==> src/rtl/assert_macros.svh <==
// assertion helpers
`ifndef ASSERT_MACROS_SVH
`define ASSERT_MACROS_SVH

`define ASSERT_IMPL(lbl, clk, rst_n, a, c) \
    lbl: assert property (@(posedge clk) disable iff (!rst_n) (a) |-> (c)) \
        else $error("assertion failed");

`define ASSERT_NEXT(lbl, clk, rst_n, a, c) \
    lbl: assert property (@(posedge clk) disable iff (!rst_n) (a) |=> (c)) \
        else $error("assertion failed");

`endif

==> src/rtl/twt_ram.sv <==
`default_nettype none
module twt_ram #(
    parameter int WIDTH = 8,
    parameter int DEPTH = 8
) (
    input  wire logic                     i_clk,
    input  wire logic                     i_we,
    input  wire logic [$clog2(DEPTH)-1:0] i_waddr,
    input  wire logic [WIDTH-1:0]         i_wdata,
    input  wire logic [$clog2(DEPTH)-1:0] i_raddr,
    output logic      [WIDTH-1:0]         o_rdata
);
    logic [WIDTH-1:0] r_mem [DEPTH];

    always_ff @(posedge i_clk) begin
        if (i_we) begin
            r_mem[i_waddr] <= i_wdata;
        end
        o_rdata <= r_mem[i_raddr];
    end
endmodule
`default_nettype wire

==> config.mk <==
export PLATFORM = sky130hd
export DESIGN_NAME = twt_ram
export DESIGN_NICKNAME = d
export VERILOG_FILES = /design/src/rtl/assert_macros.svh /design/src/rtl/twt_ram.sv
export SDC_FILE = /design/constraint.sdc
export NUM_CORES = 1
export LEC_CHECK = 0
export ABC_AREA = 1
export BUFFER_PORTS_ARGS = -buffer_cell sky130_fd_sc_hd__clkbuf_2
export CORE_MARGIN = 4
export CORE_UTILIZATION = 40
export CTS_CLUSTER_SIZE = 20
export DETAILED_ROUTE_END_ITERATION = 8
export PLACE_DENSITY = 0.64
export SYNTH_ARGS = -nofsm -noshare
export SYNTH_HDL_FRONTEND = slang
export SYNTH_SLANG_ARGS = --single-unit
export TNS_END_PERCENT = 30
==> constraint.sdc <==
create_clock -name i_clk -period 1.88 [get_ports i_clk]
set_input_delay 0.376 -clock i_clk [delete_from_list [all_inputs] [get_ports i_clk]]
set_output_delay 0.376 -clock i_clk [all_outputs]
set_load 0.01 [all_outputs]
=== Word level (Yosys, flattened, before mapping) ===
Memory sizes are Yosys's and may differ from the RTL's. A register that Yosys moved wholly into a read port is not among the register bits.
Index checks and enable logic that the tools add are counted.

* Bits in registers: 0
* Memory bits (writable): 64
* Input bits: 16
* Output and inout bits: 8
* Word-level logic and storage cells: 3
* Memories: 1

{| class="wikitable"
|+ Memories
! memory !! words !! bits a word !! rd ports !! clocked after memory_dff !! wr ports !! line !! RTL
|-
| r_mem || 8 || 8 || 1 || 1 || 1 || twt_ram.sv:13 || <nowiki>logic [WIDTH-1:0] r_mem [DEPTH];</nowiki>
|}

* Muxes and demuxes: 2

{| class="wikitable"
|+ Operators by type and width
! operator !! number
|-
| 1-bit 2-to-1 mux || 2
|}

=== Depth between registers and ports, before layout ===
Gate-level depths: netlist of run 1.

* Depth after elaboration: 2
* Gate-level depth with buffers: 8
* Mapped depth without buffers: 6

=== Worst setup path after synthesis of run 1 ===
Ideal clock, no wire load.

* Path kind: input to register
* From: input port i_waddr[0]
* To: memory r_mem[0][0] (enable)
* Library setup time: 0.370 ns
* Arrival time: 0.881 ns
* Required time: 1.510 ns
* Path slack: 0.629 ns
* Stages on the path: 3
* Buffers on the path: 0
* Cell sequence: inv_1 > nand2_1 > nor2_1

{| class="wikitable"
|+ RTL lines
! what !! line !! RTL
|-
| start, declared || twt_ram.sv:8 || <nowiki>input wire logic [$clog2(DEPTH)-1:0] i_waddr,</nowiki>
|-
| end, declared || twt_ram.sv:13 ||
|}

Straight into the memory's write port.

=== Final worst setup path of run 1 ===
* From: register o_rdata[5] (read register of r_mem)
* To: output port o_rdata[5]

{| class="wikitable"
|+ RTL lines
! what !! line !! RTL
|-
| start, declared || twt_ram.sv:11 || <nowiki>output logic [WIDTH-1:0] o_rdata</nowiki>
|}

No word-level cell between the ends.

==> summary.md, run 1 <==
| Metric | Value |
|---|---|
| Peak supply drop | 0.330 mV |
| Die area | 9090 um2 |
| Final worst setup slack | 0.697 ns |
| Syn Inst Count | 303 |
| First-pass iteration count of the detailed router | 4 |
| Static leakage | 0.00162 uW |
| Setup crit end kind | output port |
| Initial Util | 41.6% |
| Synth async-reset ratio | 0% |
| Worst rel slew slack | 76.8% |
| ANT cells | 0 |
| Share of layout cells above drive strength 1 | 14.1% |
| Drt wl/cell | 13.0 um |
| WL final | 5730 um |
| Switching part of the total | 22.4% |
| CTS Root Cell | clkbuf_8 |
| Fill cells | 681 |
| NetSw | 689 uW |
| Hold Path End | r_mem[2][2] |
| Max frequency | 0.845 GHz |
| Net count, final | 352 |
| Dpl ws | 0.448 ns |
| First-pass GRT wire length | 9520 um |
| FF-to-FF setup slack | 1.03 ns |
| Critical Path, Cell by Cell | clkbuf_2 |
| Final setup fails | 0 |
| Seq/Total Area, Yosys | 68.3% |
| Most common cell in the netlist | nand2_1 |
| Critical path required time | 1.50 ns |
| Slowest cell on the critical path | dfxtp_1 |
| Avg Inst Size Synth | 10.1 um2 |
| Worst r2r dst | o_rdata[2] |
| Worst path bufs/invs | 1 |
| Post-synth EDFFs | 64 |
| DRC | 0 |
| Core area | 7330 um2 |
| Hold/Removal Path Class | primary input to flop |
| Worst R2R Start | r_mem[2][2] |
| Seq pwr share | 59.1% |
| Worst-path fanout max | 1 |
| Clock Skews | 0.00516 ns |
| 1st-iter DRT viols | 74 |
| Vias in the first global route | 1892 |
| HPWL Detailed | 3530 um |
| Gr usage total | 14.7% |
| I/O Buffers | 23 |
| Pint | 2390 uW |
| Delay-heaviest family, CP | flip-flops |
| Hold-fix buffers at CTS | 0 |
| Distinct cells, synth | 11 |
| Synth cell count leaders | 110 x nand2_1, 68 x inv_1, 64 x edfxtp_1 |
| Grt total ovfl | 0 |
| Yosys synthesis warning count | 0 |
| Ports | 24 |
| Power Dens Cells | 899 nW/um2 |
| Slew Viols, Final | 0 |
| Worst hold path startpoint | i_wdata[2] |
| Via density | 4.39 |
| RSZ-0062 raised after global routing | no |
| Fin crit period | 1.18 ns |
| Arr. time, crit path | 0.81 ns |
| CTS tree | yes |
| Die extent in y | 95.3 um |
| Gate power share | 7.4% |
| Die W | 95.3 um |
| Core Rows | 31 |
| FF-to-FF path depth | 6 |
| Synthesized Nets | 319 |
| Hold path cells | 1 |
| Total negative setup slack | 0 ns |
| CP max stage delay | 0.34 ns |
| Syn Std Cell Area | 3050 um2 |
| Synthesized flop and latch total | 72 |
| CTS resizes | 0 |
| Clock share of power | 33.5% |
| MaxCap Viol Count | 0 |
| Synth area leaders | edfxtp_1 63%, nand2_1 14%, inv_1 8.4% |
| Clk slew on worst S/H paths | 0.07 ns |
| Prevailing post-synth register cell | edfxtp_1 |
| Fin crit share | 62.9% |
| Status | finished clean |
| DRT antenna net count | 0 |
| Worst-Margin Slew | 0.347 ns |
| Antenna violations before repair | 0 |
| Class of the most critical setup path | flop to output port |
| Largest net degree at the start of global routing | 33 |
| H-Tree Depth | 3 |
| Postcts setup bufs | 0 |
| Worst-Skew Late Latency | 0.34 ns |
| Final GP Congestion | 0.810 |
| Clock tree buffer depth | 2 |
| Post-synth top area cell | edfxtp_1 |
| Hold Fails Final Rpt | 0 |
| CTS sink cnt | 72 |
| Layout area overhead | 12.5% |
| Share of the synthesized area in the top cell type | 63.0% |
| Crit path launch type | flop |
| Vias | 1931 |
| CTS Buf Count | 9 |
## logic make-up after synthesis
kind of cell	share of synthesized area (%)
and+or+nand+nor	19.8
buffers and inverters	12.0
DFF	68.3
## routing by layer
layer  global-route usage (%)  vias to the layer above  part of all wire (%)
li1                         -                      994                     -
met2                     23.0                       35                    47
met3                     4.10                       12                   4.6
met4                     7.45                        0                   2.0
met1                     18.7                      890                    47
met5                        0                        -                     0
## through the flow
stage                     hold slack, ns  cell area (um2)  cells  util (%)  total power [uW]
after global placement             0.609             3260    424      44.5              2080
final                              0.309             3430    440      46.8              3080
after detailed placement           0.610             3260    424      44.5              2090
after floorplan                    0.475             3050    303         -              2010
after CTS                          0.289             3430    440      46.8              3120
after global routing               0.324             3430    440      46.8              3230
## registers in the layout, summed over array words and instances (netlist names)
register and flops:
r_mem 64, o_rdata 8
## placed cells by master (no fill, tap or decap)
cell,n
nand2_1,110
inv_1,68
edfxtp_1,64
nand3_1,32
clkbuf_2,23
clkbuf_8,10
buf_4,10
nor2_1,8
dfxtp_1,8
clkbuf_1,3
clkinv_2,2
inv_4,1
inv_2,1
clkinvlp_4,1
## power by group through the flow
stage | clock network (uW) | registers (uW) | logic, uW
2_1_floorplan | 0 | 1860 | 143
3_3_place_gp | 0 | 1850 | 226
3_5_place_dp | 0 | 1860 | 232
4_1_cts | 1060 | 1820 | 233
5_1_grt | 1140 | 1820 | 268
6_report | 1030 | 1820 | 229
## layout make-up
cell class | instances | area, um2 | share of cell area [%]
clock inverters | 3 | 17.5 | 0.511
well taps | 99 | 124 | 3.61
inverters | 70 | 265 | 7.73
repair buffers | 33 | 190 | 5.54
clock buffers | 13 | 149 | 4.34
flip-flops and latches | 72 | 2080 | 60.7
multi-input cells | 150 | 603 | 17.6
## worst max-delay path by stage
stage	from	endpoint	slack [ns]	depth (start not counted)
3_3_place_gp	i_raddr[0]	o_rdata[6]	0.49	7
6_report	o_rdata[5]	o_rdata[5]	0.70	1
3_5_place_dp	i_raddr[0]	o_rdata[2]	0.45	7
4_1_cts	o_rdata[5]	o_rdata[5]	0.66	1
5_1_grt	o_rdata[5]	o_rdata[5]	0.64	1
2_1_floorplan	i_waddr[0]	r_mem[0][0]	0.63	3
Note: power is estimated with default switching activity, not from simulation.
==> run 2, diff against run 1 <==
Settings changed: ABC_AREA 1 to 0, PLACE_DENSITY 0.64 to 0.66.
Clock period 1.88 ns to 1 ns, I/O delays scaled along.
==> summary.md, run 2 <==
| Metric | Value |
|---|---|
| Status | complete, but fails checks |
| Violated checks | setup timing |
| Syn Std Cell Area | 2690 um2 (-12%) |
| DRC | 0 (unchanged) |
| HPWL Detailed | 3050 um (-13%) |
| Largest regs | r_mem: 64 flops, o_rdata: 8 flops |
| Gr usage total | 12.2% (-2.5 points) |
| Share of the synthesized area in the top cell type | 71.4% (+8.4 points) |
| Fill cells | 518 (-24%) |
| Distinct cells, synth | 14 (+3) |
| Worst-Margin Slew | 0.274 ns (-0.0730 ns) |
| Worst R2R Start | r_mem[5][1] |
| Drt wl/cell | 19.0 um (+46%) |
| CTS resizes | 9 (+9) |
| Slew Viols, Final | 0 (unchanged) |
| Synth async-reset ratio | 0% (unchanged) |
| Clk slew on worst S/H paths | 0.08 ns (about the same) |
| Most common cell in the netlist | edfxtp_1 |
| Core Rows | 29 (-6.5%) |
| Die extent in y | 90.0 um (-5.6%) |
| Commonest non-fill, non-tap cells in the layout | 64 x edfxtp_1, 16 x mux4_2, 15 x clkbuf_2 |
| Final setup fails | 8 (+8) |
| Max frequency | 0.811 GHz |
| Final worst setup slack | -0.233 ns (-0.930 ns) |
| Power Dens Cells | 2020 nW/um2 (+120%) |
| Vias | 1236 (-36%) |
| Avg Inst Size Synth | 23.6 um2 (+130%) |
| Worst r2r dst | o_rdata[1] |
| Worst-path fanout max | 1 (unchanged) |
| First-pass iteration count of the detailed router | 6 (+2) |
| Dpl cells | 224 (-47%) |
| Vias in the first global route | 1359 (-28%) |
| Initial Util | 41.7% (+0.059 points) |
| Seq/Total Area, Yosys | 77.4% (+9.1 points) |
| Final GP Congestion | 0.725 (-11%) |
| Hold WS | 0.137 ns (-0.172 ns) |
| Commonest non-fill, non-tap cell in the layout | edfxtp_1 |
| Synth area leaders | edfxtp_1 71%, mux4_1 15%, dfxtp_1 6.0% |
| Static leakage | 0.00114 uW (-29%) |
| Post-synth EDFFs | 64 (unchanged) |
| Final core utilization | 50.5% (+3.7 points) |
| Arr. time, crit path | 1.46 ns (+0.65 ns) |
| RSZ-0062 raised after global routing | yes |
| WL final | 4560 um (-20%) |
| Syn Inst Count | 114 (-62%) |
| Grt total ovfl | 0 (unchanged) |
| Layout area overhead | 21.2% |
| Peak supply drop | 0.976 mV (+200%) |
| Die W | 90.0 um (-5.6%) |
| CTS Root Cell | clkbuf_8 |
| Die area | 8100 um2 (-11%) |
| Clock Skews | 0.00769 ns (+0.00253 ns) |
| Fin crit period | 1.23 ns |
| Yosys synthesis warning count | 0 (unchanged) |
| Largest net degree at the start of global routing | 17 (-48%) |
| Postcts setup bufs | 0 (unchanged) |
| Crit path launch type | flop |
| DRT antenna net count | 0 (unchanged) |
| Hold/Removal Path Class | primary input to flop |
| Core area | 6460 um2 (-12%) |
| Critical path required time | 1.23 ns (-0.27 ns) |
| Non-Filler Instances | 240 (-45%) |
| Synthesized Nets | 130 (-59%) |
| Clock tree buffer depth | 2 (unchanged) |
| First-pass GRT wire length | 7370 um (-23%) |
| Antenna violations before repair | 0 (unchanged) |
| Ports | 24 (unchanged) |
| Share of layout cells above drive strength 1 | 52.1% (+38 points) |
| Biggest register | r_mem |
| CTS tree | yes |
| Worst rel slew slack | 81.7% (+4.9 points) |
| CTS Buf Count | 9 (unchanged) |
| Synthesized flop and latch total | 72 (unchanged) |
| Hold-fix buffers at CTS | 0 (unchanged) |
| MaxCap Viol Count | 0 (unchanged) |
| Hold path cells | 1 (unchanged) |
| Fin crit share | 123% |
| CTS sink cnt | 72 (unchanged) |
| ANT cells | 0 (unchanged) |
| Class of the most critical setup path | flop to flop |
| FF-to-FF path depth | 2 (-4) |
| Synth cell count leaders | 64 x edfxtp_1, 15 x mux4_1, 8 x dfxtp_1, 8 x mux2_2, 6 x nor2_1 |
| I/O Buffers | 23 (unchanged) |
| Worst-Skew Late Latency | 0.33 ns (about the same) |
| Max reg flops | 64 (unchanged) |
| Hold Fails Final Rpt | 0 (unchanged) |
| 1st-iter DRT viols | 106 (+43%) |
| Via density | 5.15 (+17%) |
| Hold Path End | r_mem[5][5] |
| Worst hold path startpoint | i_wdata[5] |
| Setup crit end kind | flop |
| Net count, final | 174 (-51%) |
| FF-to-FF setup slack | -0.23 ns (-1.26 ns) |
| H-Tree Depth | 3 (unchanged) |
| Prevailing post-synth register cell | edfxtp_1 |
| Post-synth top area cell | edfxtp_1 |
| Dpl ws | -0.462 ns (-0.910 ns) |
[run 2: worst max path at each step]
stage | startpoint | end | slack (ns) | cells after the start
final | r_mem[5][1] | o_rdata[1] | -0.23 | 2
after global routing | r_mem[5][1] | o_rdata[1] | -0.26 | 2
after CTS | r_mem[6][2] | o_rdata[2] | -0.23 | 2
after detailed placement | i_raddr[0] | o_rdata[4] | -0.46 | 4
after global placement | i_raddr[0] | o_rdata[2] | -0.42 | 4
after floorplan | i_raddr[0] | o_rdata[0] | -0.29 | 4
[run 2: metal layers]
metal | vias to the layer above | global-route usage, % | wire, um
met5 | - | 0 | 0
met1 | 637 | 14.5 | 1880
li1 | 553 | - | -
met4 | 0 | 5.74 | 34
met3 | 6 | 3.51 | 250
met2 | 40 | 20.5 | 2390
[run 2: where the power goes]
part	total [uW]	switching, uW	leakage [uW]	internal (uW)
clock network	2730	1010	0.000124	1730
logic	412	186	0.000370	225
registers	3440	36.1	0.000649	3400
[run 2: layout make-up]
class,count,area [um2],area share (%)
Clock buffer,11,141,4.34
Clock inverter,5,104,3.18
Multi-Input combinational cell,37,547,16.8
Sequential cell,72,2090,64.0
Tap cell,77,96.3,2.95
Timing Repair Buffer,38,284,8.71
[run 2: cells by family after synthesis]
family,synth area share [%]
flip-flops,77.4
multiplexers,18.8
AND/OR/NAND/NOR,2.19
buffers and inverters,1.63
[run 2: through the flow]
| step | total power (uW) | area, um2 | TNS (ns) |
|---|---|---|---|
| finish | 6580 | 3260 | -1.73 |
| detailed placement | 3880 | 2990 | -11.59 |
| global placement | 3850 | 2990 | -8.61 |
| global route | 6830 | 3260 | -2.07 |
| floorplan | 3700 | 2700 | -6.81 |
| CTS | 6600 | 3220 | -1.80 |
[run 2: worst max-delay path: stages, from the launching register on]
cell and delay [ns]:
edfxtp_1 0.38, mux4_2 0.47, mux2_4 0.27
