`config.mk`:
```
export PLATFORM = sky130hd
export DESIGN_NAME = twt_div
export DESIGN_NICKNAME = d
export VERILOG_FILES = /design/src/rtl/assert_macros.svh /design/src/rtl/twt_div.sv
export SDC_FILE = /design/constraint.sdc
export NUM_CORES = 1
export LEC_CHECK = 0
export ABC_AREA = 1
export BUFFER_PORTS_ARGS = -buffer_cell sky130_fd_sc_hd__buf_4
export CAP_MARGIN = 20
export CORE_MARGIN = 2
export CORE_UTILIZATION = 50
export CTS_CLUSTER_SIZE = 16
export DETAILED_ROUTE_END_ITERATION = 16
export PLACE_DENSITY = 0.71
export SLEW_MARGIN = 40
export SYNTH_ARGS = -nofsm -noshare
export SYNTH_HDL_FRONTEND = slang
export SYNTH_SLANG_ARGS = --single-unit
```
`constraint.sdc`:
```
create_clock -name i_clk -period 6.1 [get_ports i_clk]
set_clock_uncertainty 0.2 [all_clocks]
set_input_delay 0.61 -clock i_clk [delete_from_list [all_inputs] [get_ports i_clk]]
set_output_delay 0.61 -clock i_clk [all_outputs]
set_load 0.05 [all_outputs]
```
`src/rtl/assert_macros.svh`:
```
// assertion helpers
`ifndef ASSERT_MACROS_SVH
`define ASSERT_MACROS_SVH

`define ASSERT_IMPL(lbl, clk, rst_n, a, c) \
    lbl: assert property (@(posedge clk) disable iff (!rst_n) (a) |-> (c)) \
        else $error("assertion failed");

`define ASSERT_NEXT(lbl, clk, rst_n, a, c) \
    lbl: assert property (@(posedge clk) disable iff (!rst_n) (a) |=> (c)) \
        else $error("assertion failed");

`endif

```
`src/rtl/twt_div.sv`:
```
`default_nettype none
// 64-bit restoring divider, one quotient bit per cycle
module twt_div (
    input  wire logic        i_clk,
    input  wire logic        i_rst_n,
    input  wire logic        i_start,
    input  wire logic [63:0] i_num,
    input  wire logic [63:0] i_den,
    output logic             o_done,
    output logic      [63:0] o_quo
);
    logic [63:0] r_rem, r_quo, r_den;
    logic [6:0]  r_cnt;
    logic        r_busy;
    logic [64:0] w_sh;
    logic [64:0] w_diff;

    assign w_sh   = {r_rem, r_quo[63]};
    assign w_diff = w_sh - {1'b0, r_den};
    assign o_quo  = r_quo;

    always_ff @(posedge i_clk) begin
        if (!i_rst_n) begin
            r_busy <= 1'b0;
            o_done <= 1'b0;
            r_cnt  <= '0;
        end else begin
            o_done <= 1'b0;
            if (i_start) begin
                r_busy <= 1'b1;
                r_cnt  <= 7'd64;
                r_rem  <= '0;
                r_quo  <= i_num;
                r_den  <= i_den;
            end else if (r_busy) begin
                if (!w_diff[64]) begin
                    r_rem <= w_diff[63:0];
                    r_quo <= {r_quo[62:0], 1'b1};
                end else begin
                    r_rem <= w_sh[63:0];
                    r_quo <= {r_quo[62:0], 1'b0};
                end
                r_cnt <= r_cnt - 7'd1;
                if (r_cnt == 7'd1) begin
                    r_busy <= 1'b0;
                    o_done <= 1'b1;
                end
            end
        end
    end
endmodule
`default_nettype wire

```
; ---- After elaboration in Yosys (flattened, before gate mapping)
; Cells that the tools add are included.
; Widths: inputs -> output; s select.
[totals]
reg_bits = 201
input_bits = 131
out_inout_bits = 65
word_cells = 28
[classes]
add_sub_neg = 2
n_eq_ne = 1
mux = 11
n_bitwise = 2
n_reduce_logical = 5
[ops]
columns = operator, count
row1 = $mux 64, 4
row2 = $sub 65x64->65, 1
row3 = $mux 7, 2
row4 = $eq 7x1->1 const B, 1
row5 = $sub 7x1->7 const B, 1
row6 = $mux 1, 5
row7 = $reduce_and 2->1, 2
row8 = $reduce_or 3->1, 1
row9 = $not 1->1, 2
row10 = $reduce_bool 2->1, 1
row11 = $reduce_or 2->1, 1

; ---- Logic depth before layout (Yosys ltp)
; Gate-level depths: netlist of the first run.
[logic_depth]
ltp_word = 4
mapped_depth = 20
mapped_depth_nobuf = 19

; ---- Least setup slack after synthesis of the first run
; Ideal clock, no wire load.
[synth_timing]
path_kind = in2reg
startpoint = in i_start
endpoint = reg r_quo[0] (netlist: o_quo[0]) (enable)
setup_ns = 0.492
t_arrival_ns = 3.881
required_time_ns = 5.408
path_slack_ns = 1.526
stages = 4
path_buffers = 2
path_cell_list = clkbuf_1 > clkbuf_1 > nand2_1 > nand2_1
[synth_between]
elab_chain_cells = 2
[synth_rtl]
columns = item, line_no
row1 = from (decl), twt_div.sv:6  ; input wire logic i_start,
row2 = $reduce_bool 2->1 (no line), n/a
row3 = $reduce_and 2->1 (no line), n/a
row4 = to (signal assigned), twt_div.sv:33  ; r_quo <= i_num;
row5 = to (signal assigned), twt_div.sv:38  ; r_quo <= {r_quo[62:0], 1'b1};
row6 = to (signal assigned), twt_div.sv:41  ; r_quo <= {r_quo[62:0], 1'b0};
row7 = to (decl), twt_div.sv:12  ; logic [63:0] r_rem, r_quo, r_den;
; No other way between the ends.
; A chain may end at the register's enable or synchronous reset.

; ---- Worst setup path after layout of the first run
[layout_timing]
startpoint = reg r_quo[63] (netlist: o_quo[63])
endpoint = reg r_rem[21] (data pin)
[layout_between]
elab_chain_cells = 3
[layout_rtl]
columns = item, line_no
row1 = $sub 65x64->65, twt_div.sv:19  ; assign w_diff = w_sh - {1'b0, r_den};
row2 = $mux 64, twt_div.sv:36  ; if (!w_diff[64]) begin
row3 = $mux 64, twt_div.sv:35  ; end else if (r_busy) begin
row4 = to (signal assigned), twt_div.sv:37  ; r_rem <= w_diff[63:0];
row5 = to (signal assigned), twt_div.sv:40  ; r_rem <= w_sh[63:0];
row6 = to (decl), twt_div.sv:12
; No other way between the ends. The select of a mux whose other input is x is not followed.

==> impl_metrics.tcl, run 1 <==
set metrics [dict create \
    outcome "finished, final reports clean" \
    yosys.area_share.simple 0.361 \
    ys_ff_latch 201 \
    hold_viol_final 0 \
    layout_setup_ws_ns 2.78 \
    core-area_mm2 0.0287 \
    p_leak_nw 9.22 \
    tightest_slew_ns 0.721 \
    cellInternalPower_mw 3.13 \
    die_x_um 175 \
    crit_type "reg2reg" \
    clock_latency_ns 0.53 \
    hold_path.class "in2reg" \
    min_period_ns 3.32 \
    syn_area_per_cell_um2 6.79 \
    die_h_um 175 \
    synth_cell_types 37 \
    cp-start-kind "flop" \
    syn-instance-count 2143 \
    cts_tree "built" \
    syn_area_mm2 0.0145 \
    drt_wl_total_mm 44.0 \
    clkPwrFrac 0.256 \
    clock-sinks 201 \
    io_buffers 195 \
    diodes 0 \
    timing.critical_path.mode_cell "nand2_1" \
    die_area_mm2 0.0305 \
    syn_nets 2341 \
    post_cts_resized 0 \
    synthXorXnorAreaFrac 0.0187 \
    critical_path.max_stage_delay_ns 0.45 \
    p_sw_mw 2.11 \
    synth_compound_area_frac 0.0297 \
    gr-usage-all-layers 0.287 \
    setup_viol 0 \
    switching_share 0.403 \
    synth_top_family_by_area "simple AND/OR/NAND/NOR gates" \
    htree_levels 1 \
    post-cts-setup-buffers 0 \
    rsz0062_at_grt "no" \
    ys_seq_area_frac 0.409 \
    fin_crit_sh 0.545 \
    via_per_inst 4.96 \
    utilization 0.594 \
    clk_pin_slew_worst_paths_ns 0.06 \
    global_route.overflow_total 0 \
    worst_setup_path_end_kind "flop" \
    maxCapViolations 0 \
    via_count 13600 \
    drc_errors 0 \
    yosysWarnings 0 \
    power_mw 5.23 \
    grt_pass1_wl_mm 68.5 \
    grt_max_degree 81 \
    timing.hold.ws_ns 0.0583 \
    first_pass_iters 6 \
    drt-wirelength-per-cell_um 16.1 \
    dp_slack_ns 2.81 \
    grt_pass1_vias 13000 \
    synthMuxAreaShare 0 \
    cts_buffers 23 \
    dp_hpwl_mm 34.9 \
    root_buffer "clkbuf_16" \
    pwr-share-seq 0.346 \
    ir_drop_mv 0.212 \
    ios 196 \
    cp.required_ns 6.17 \
    crit_family "simple AND/OR/NAND/NOR gates" \
    nNetsFinal 2531 \
    drive_above_1_share 0.121 \
    cp_slowest_cell "nand2_4" \
    synth-adder-area-share 0.0581 \
    first_iter_violations 1183 \
    fp-row-count 62 \
    comb_power_share 0.398 \
    cp_cell_sequence "inv_1 > ha_1 > fa_1 > inv_1 > nand2_1 > nand2_1 > nand3_1 > nand2_2 > nand2_1 > nand2_2 > nand2_2 > nand2_2 > nand2_4 > nand2_4 > nand2_4 > nand2_4 > nand2_1 > nand2_1 > nor2_1" \
    clockBufferDepth 3 \
    powerDensity_mw_per_mm2 307 \
    gp_congestion 1.00 \
    slew_headroom 0.516 \
    initial_core_util 0.507 \
    crit_fanout 60 \
    tns_ns 0 \
    antenna_found_initial 0 \
    postRouteAntennaNets 0 \
    synthToLayoutAreaGrowth_pct 17.2 \
    max_freq_mhz 301 \
    ctsHoldBuffers 0 \
    worst-path-buf-inv 2 \
    slew_viol_final 0 \
    worstPathArrival_ns 3.39 \
]
-- layout make-up --
cell class | count | area [µm²]
clock inverters | 16 | 119
flip-flops and latches | 201 | 5950
repair buffers | 199 | 1500
multi-input cells | 1486 | 6820
clock buffers | 25 | 603
well taps | 384 | 480
inverters | 422 | 1590
fillers | 2830 | 11600
-- worst register-to-register path, delay by kind of cell, from the launching register on --
family / cells / cell delay, ns
and+or+nand+nor: 15 / 1.70
adders and majority gates: 2 / 0.64
DFF: 1 / 0.37
buffers and inverters: 2 / 0.17
-- cell usage after synthesis, drive strengths merged --
cell,count,area share
nor2,239,0.065
nand2,953,0.25
a211oi,1,0.00052
or2,1,0.00043
nor3b,1,0.00052
dfxtp,9,0.012
clkbuf,18,0.0046
nand4,14,0.0060
a21oi,59,0.021
a21boi,1,0.00052
ha,66,0.057
edfxtp,192,0.40
clkinv,5,0.0013
and3,1,0.00043
fa,1,0.0014
inv,417,0.11
o21bai,9,0.0046
nor3,18,0.0065
nor4,3,0.0013
buf,16,0.010
nand3b,14,0.0072
nand3,63,0.022
o21ai,7,0.0024
o21a,1,0.00052
a21o,1,0.00052
xor2,31,0.019
and2,2,0.00086
-- logic make-up (layout without fill, tap and decap cells) --
group                      Yosys count  count (layout)
adders and majority gates           67              67
DFF                                201             201
xor gates and xnor gates            31              31
and+or+nand+nor                   1309            1309
AOI/OAI and AO/OA                   79              79
buffers and inverters              456             662
-- layout by cell type, fill, tap and decap left out, types with 10 or more instances in the layout --
cell / instances
nand2_1: 939
inv_1: 396
nor2_1: 228
buf_4: 198
edfxtp_1: 192
ha_1: 66
nand3_1: 61
a21oi_1: 58
xor2_1: 31
clkbuf_16: 23
inv_2: 20
nor3_1: 17
nand4_1: 14
nand3b_1: 14
clkinv_1: 10
-- final timing paths --
kind | startpoint | to | slack, ns | cells after the start
worst max register to register | o_quo[63] | r_rem[21] | 2.78 | 19
worst min-delay path | i_den[53] | r_den[53] | 0.06 | 1
worst min register to register | r_cnt[6] | r_cnt[6] | 0.28 | 2
worst max-delay path | o_quo[63] | r_rem[21] | 2.78 | 19
-- power groups by stage --
stage / Sequential, mW / Clock [mW] / Combinational [mW]
CTS: 1.81 / 1.37 / 2.06
floorplan: 1.95 / 0 / 1.38
detailed placement: 1.84 / 0 / 2.05
finish: 1.81 / 1.34 / 2.08
global placement: 1.83 / 0 / 2.02
global route: 1.83 / 1.41 / 2.34
-- routing by layer --
layer | share of wire | wire (µm) | vias up | GRT usage
met2 | 0.46 | 20000 | 493 | 0.482
met5 | 0 | 0 | - | 0
met3 | 0.077 | 3400 | 47 | 0.0520
met1 | 0.45 | 19800 | 6128 | 0.392
li1 | - | - | 6893 | -
met4 | 0.017 | 767 | 0 | 0.0556
-- sequential cells by signal, summed over array words and instances (netlist names) --
signal	count
o_quo	64
r_den	64
r_rem	64
r_cnt	7
o_done	1
r_busy	1
-- metrics by stage --
step           instance area (µm²)  cells
3_5_place_dp                 16300   2692
3_3_place_gp                 16300   2692
2_1_floorplan                14500   2143
6_report                     17100   2733
4_1_cts                      17000   2733
5_1_grt                      17100   2733
(Power assumes the default switching activity.)
==> run 2, diff against run 1 <==
--- a/config.mk
+++ b/config.mk
@@ -5,14 +5,14 @@
 export SDC_FILE = /design/constraint.sdc
 export NUM_CORES = 1
 export LEC_CHECK = 0
-export ABC_AREA = 1
+export ABC_AREA = 0
 export BUFFER_PORTS_ARGS = -buffer_cell sky130_fd_sc_hd__buf_4
 export CAP_MARGIN = 20
 export CORE_MARGIN = 2
 export CORE_UTILIZATION = 50
 export CTS_CLUSTER_SIZE = 16
 export DETAILED_ROUTE_END_ITERATION = 16
-export PLACE_DENSITY = 0.71
+export PLACE_DENSITY = 0.75
 export SLEW_MARGIN = 40
 export SYNTH_ARGS = -nofsm -noshare
 export SYNTH_HDL_FRONTEND = slang
==> constraint.sdc (replaced) <==
create_clock -name i_clk -period 2.8 [get_ports i_clk]
set_clock_uncertainty 0.2 [all_clocks]
set_input_delay 0.28 -clock i_clk [delete_from_list [all_inputs] [get_ports i_clk]]
set_output_delay 0.28 -clock i_clk [all_outputs]
set_load 0.05 [all_outputs]
==> impl_metrics.tcl, run 2 <==
set metrics [dict create \
    fin_crit_sh 1.36 \
    synth_cell_types 61 \
    min_period_ns 3.80 \
    violations "setup timing" \
    die_x_um 158 \
    pwr-share-seq 0.335 \
    ys_seq_area_frac 0.502 \
    yosysWarnings 0 \
    via_count 11100 \
    slew_headroom 0.617 \
    fp-row-count 56 \
    met3_usage 0.0523 \
    utilization 0.781 \
    synth-main-ff-cell "edfxtp_1" \
    dp_hpwl_mm 23.4 \
    clk_pin_slew_worst_paths_ns 0.06 \
    powerDensity_mw_per_mm2 620 \
    layout_commonest_cell "buf_4" \
    synth-edff-count 192 \
    worstPathArrival_ns 3.98 \
    syn-instance-count 1131 \
    cp-start-kind "flop" \
    drc_errors 0 \
    gp_congestion 0.929 \
    ys_top_cells_by_area "edfxtp_1, ha_1, mux2_2, a21oi_1, nand2_1" \
    synthTopCellsByCount "edfxtp_1, nand2_1, a21oi_1" \
    hold_viol_final 0 \
    outcome "complete, but fails checks" \
    tns_ns -61.76 \
    async_flop_share 0 \
    drive_above_1_share 0.386 \
    mostFrequentLayoutCells "buf_4, edfxtp_1, dlygate4sd3_1, nand2_1, a21oi_1" \
    cts_tree "built" \
    clock-sinks 201 \
    gr-usage-all-layers 0.286 \
    top_usage_layer "met2" \
    initial_core_util 0.508 \
    switching_share 0.324 \
    syn_area_per_cell_um2 10.5 \
    syn_area_mm2 0.0118 \
    met2_usage 0.498 \
    drt_wl_total_mm 36.6 \
    maxCapViolations 0 \
    ir_drop_mv 0.662 \
    timing.hold.ws_ns 0.0984 \
    cellInternalPower_mw 7.63 \
    nNetsFinal 1886 \
    max_freq_mhz 263 \
    antenna_found_initial 1 \
    clock_latency_ns 0.53 \
    comb_power_share 0.382 \
    hold_path.class "in2reg" \
    dp_slack_ns -1.02 \
    postRouteAntennaNets 0 \
    die_h_um 158 \
    ios 196 \
    cts_buffers 24 \
    tightest_slew_ns 0.566 \
    worst_setup_path_end_kind "flop" \
    drt-wirelength-per-cell_um 18.1 \
    die_area_mm2 0.0249 \
    crit_type "reg2reg" \
    layout_setup_ws_ns -1.00 \
    synth.most_common_cell "edfxtp_1" \
    via_per_inst 5.46 \
    p_sw_mw 3.66 \
    yosysTopAreaCell "edfxtp_1" \
    io_buffers 195 \
    p_leak_nw 8.10 \
    syn_nets 1329 \
    ys_ff_latch 201 \
    htree_levels 1 \
    grt_pass1_vias 11200 \
    fillers 1434 \
    regToRegSetupSlack_ns -1.00 \
    gr-usage-met1 0.359 \
    clkPwrFrac 0.284 \
    global_route.overflow_total 0 \
    root_buffer "clkbuf_16" \
    first_iter_violations 702 \
    synth_top_area_share 0.487 \
    first_pass_iters 5 \
    cp.required_ns 2.98 \
    core-area_mm2 0.0233 \
    grt_max_degree 88 \
    crit_fanout 7 \
    synthToLayoutAreaGrowth_pct 53.8 \
    grt_pass1_wl_mm 56.4 \
    setup_viol 65 \
    clockBufferDepth 3 \
    slew_viol_final 0 \
    rsz0062_at_grt "yes" \
]
-- run 2: cell types whose count changed after synthesis, moves of 11 or more --
cell / delta
inv_1: -313
nor2_1: -188
o21ai_0: +39
nand3_1: -44
nand2_1: -789
inv_2: -19
a31oi_1: +13
clkbuf_1: +29
mux2_2: +63
xnor2_1: +33
buf_6: -11
a21oi_1: +69
a21o_1: +46
-- run 2: cell type report --
class                   instances  area [µm²]  area share
diodes                          1        2.50    0.000137
well taps                     319         399      0.0219
clock inverters                11         140     0.00769
multi-input cells             787        5820       0.320
repair buffers                589        4920       0.270
clock buffers                  33         664      0.0365
flip-flops and latches        201        5950       0.326
inverters                      85         319      0.0175
-- run 2: power groups by stage --
stage	Clock [mW]	Sequential, mW	Combinational [mW]
after CTS	3.24	3.77	3.90
final	3.20	3.78	4.31
after global placement	0	3.81	3.43
after global routing	3.35	3.80	4.63
after floorplan	0	3.99	1.84
after detailed placement	0	3.82	3.49
-- run 2: kinds of logic after synthesis --
logic type               count (synthesis)  synth area share
flip-flops                             201             0.502
AND/OR/NAND/NOR                        300             0.119
XOR/XNOR                                61            0.0451
multiplexers                            63            0.0599
adder cells (fa/ha/maj)                 67            0.0714
AO/OA/AOI/OAI                          295             0.155
buffers and inverters                  144            0.0472
-- run 2: final timing paths --
path              cells after the start       from         to
setup / recovery                     14  r_rem[14]  r_rem[29]
hold / removal                        2    i_start   r_cnt[6]
setup reg to reg                     14  r_rem[14]  r_rem[29]
hold reg to reg                       1   r_cnt[6]     o_done
-- run 2: per-stage QoR --
stage | instances | area [µm²] | total power [mW]
floorplan | 1131 | 11900 | 5.83
global placement | 1832 | 15400 | 7.23
detailed placement | 1832 | 15400 | 7.31
CTS | 2017 | 17800 | 10.9
global route | 2026 | 18200 | 11.8
finish | 2026 | 18200 | 11.3
-- run 2: worst max-delay path, stage by stage, from the launching register on --
cell       delay [ns]
edfxtp_1         0.44
ha_1             0.49
nand4_1          0.18
or2_1            0.25
a211oi_2         0.29
o211ai_2         0.18
a2111oi_4        0.42
a31o_4           0.24
o211ai_4         0.09
buf_6            0.13
nor2_4           0.18
buf_8            0.18
clkbuf_16        0.18
nand2_2          0.05
a21oi_1          0.16
-- run 2: layer usage --
metal / up-vias / wire, µm
li1: 5218 / -
met1: 5267 / 14900
met2: 489 / 17800
met3: 88 / 2640
met4: 0 / 1260
met5: - / 0
-- run 2: repair_timing --
action,CTS,global route
hold endpoints to repair,136,0
setup buffers,10,7
setup endpoints to repair,65,65
cloned,2,3
hold buffers,129,0
pin swaps,4,35
resized for setup,37,92
==> run 3, diff against run 2 <==
--- a/config.mk
+++ b/config.mk
@@ -9,10 +9,10 @@
 export BUFFER_PORTS_ARGS = -buffer_cell sky130_fd_sc_hd__buf_4
 export CAP_MARGIN = 20
 export CORE_MARGIN = 2
-export CORE_UTILIZATION = 50
+export CORE_UTILIZATION = 52
 export CTS_CLUSTER_SIZE = 16
 export DETAILED_ROUTE_END_ITERATION = 16
-export PLACE_DENSITY = 0.75
+export PLACE_DENSITY = 0.77
 export SLEW_MARGIN = 40
 export SYNTH_ARGS = -nofsm -noshare
 export SYNTH_HDL_FRONTEND = slang
==> impl_metrics.tcl, run 3 (synthesized netlist as in run 2, its figures left out) <==
set metrics [dict create \
    first_pass_iters 5 \
    cp_cell_sequence "ha_4 > a21o_1 > a21o_1 > a21oi_1 > o21ai_2 > o211ai_2 > a2111oi_4 > a31o_4 > a221o_1 > buf_4 > or2_4 > or4_1 > nand3_1" \
    pwr-share-seq 0.331 \
    postRouteAntennaNets 0 \
    tns_ns -57.26 \
    root_buffer "clkbuf_16" \
    drive_above_1_share 0.387 \
    setup_viol 65 \
    drc_errors 0 \
    fin_crit_sh 1.35 \
    cellInternalPower_mw 7.73 \
    hold_path_end "r_den[57]" \
    crit_type "reg2reg" \
    diodes 0 \
    cp_slowest_cell "or4_1" \
    slew_headroom 0.499 \
    violations "setup timing" \
    synthToLayoutAreaGrowth_pct 53.2 \
    fp-row-count 55 \
    core-area_mm2 0.0225 \
    clk_pin_slew_worst_paths_ns 0.06 \
    mostFrequentLayoutCells "buf_4, edfxtp_1, dlygate4sd3_1, nand2_1, a21oi_1" \
    gp_congestion 0.886 \
    hold_viol_final 0 \
    comb_power_share 0.377 \
    outcome "complete, but fails checks" \
    crit_fanout 5 \
    maxCapViolations 0 \
    cp-start-kind "flop" \
    layout_setup_ws_ns -0.983 \
    ir_drop_mv 0.458 \
    via_count 11200 \
    r2r_cells 13 \
    clock_latency_ns 0.52 \
    clkPwrFrac 0.292 \
    ios 196 \
    io_buffers 195 \
    regToRegSetupSlack_ns -0.98 \
    max_freq_mhz 264 \
    grt_pass1_vias 11500 \
    min_period_ns 3.78 \
    worstHoldPathCells 2 \
    worstPathArrival_ns 3.97 \
    global_route.overflow_total 0 \
    powerDensity_mw_per_mm2 629 \
    layout_commonest_cell "buf_4" \
    slew_viol_final 0 \
    p_sw_mw 3.68 \
    rsz0062_at_grt "yes" \
    dp_hpwl_mm 23.2 \
    die_h_um 155 \
    cts_buffers 23 \
    min_from "i_den[57]" \
    r2r-end "r_rem[37]" \
    cp.required_ns 2.99 \
    switching_share 0.323 \
    first_iter_violations 865 \
    die_area_mm2 0.0240 \
    gr-usage-all-layers 0.307 \
    clockBufferDepth 3 \
    timing.hold.ws_ns 0.278 \
    worst_setup_path_end_kind "flop" \
    critical_path.max_stage_delay_ns 0.51 \
    via_per_inst 5.66 \
    timing.critical_path.mode_cell "a21o_1" \
    p_leak_nw 7.99 \
    r2r-start "r_rem[8]" \
    drt-wirelength-per-cell_um 19.0 \
    clock-sinks 201 \
    initial_core_util 0.526 \
    grt_pass1_wl_mm 59.1 \
    nNetsFinal 1876 \
    die_x_um 155 \
    antenna_found_initial 0 \
    hold_path.class "in2reg" \
    drt_wl_total_mm 37.7 \
    cts_tree "built" \
    grt_max_degree 136 \
    tightest_slew_ns 0.751 \
    htree_levels 1 \
]
-- run 3: final cells by class --
type / instances / area, µm²
Clock buffer: 32 / 704
Clock inverter: 9 / 128
Fill cell: 1260 / 4360
Inverter: 85 / 319
Multi-Input combinational cell: 787 / 5780
Sequential cell: 201 / 5950
Tap cell: 285 / 357
Timing Repair Buffer: 580 / 4910
-- run 3: layer usage --
| layer | wire (µm) | share of wire | vias to the layer above | GRT usage |
|---|---|---|---|---|
| met4 | 1040 | 0.028 | 0 | 0.0860 |
| met3 | 2870 | 0.076 | 93 | 0.0549 |
| met1 | 15200 | 0.40 | 5365 | 0.389 |
| met2 | 18600 | 0.49 | 545 | 0.541 |
| met5 | 0 | 0 | - | 0 |
| li1 | - | - | 5207 | - |
-- run 3: power by group through the flow --
stage                     Sequential, mW  Combinational (mW)  Clock [mW]
after floorplan                     3.99                1.84           0
after global placement              3.81                3.40           0
after detailed placement            3.82                3.47           0
after CTS                           3.76                4.03        3.33
after global routing                3.80                4.60        3.44
final                               3.78                4.30        3.33
-- run 3: metrics by stage --
stage	setup slack [ns]	cells	util	power [mW]	cell area (µm²)
6_report	-0.983	1979	0.806	11.4	18100
5_1_grt	-1.12	1979	0.806	11.8	18100
4_1_cts	-0.982	1974	0.795	11.1	17900
3_5_place_dp	-1.03	1787	0.680	7.29	15300
3_3_place_gp	-0.921	1787	0.680	7.21	15300
2_1_floorplan	-1.07	1131	-	5.83	11900
-- run 3: timing repair --
item,4_1_cts,5_1_grt
hold buffers,131,0
hold endpoints to repair,136,0
pin swaps,20,34
buffers inserted,11,5
resized for setup,61,60
endpoints found under the setup margin,65,65
cloned,4,3
-- run 3: how the worst max path moves through the flow --
stage	start	endpoint
floorplan	o_quo[63]	r_rem[61]
global placement	r_rem[8]	r_rem[37]
detailed placement	r_rem[8]	r_rem[57]
CTS	r_den[0]	r_rem[62]
global route	r_den[1]	r_rem[42]
finish	r_rem[8]	r_rem[37]
-- run 3: critical path: cells and delay by family (launching register included) --
family,cells,cell delay [ns]
buffers and inverters,1,0.15
AO/OA/AOI/OAI,8,1.72
AND/OR/NAND/NOR,3,0.86
adder cells (fa/ha/maj),1,0.28
flip-flops,1,0.44
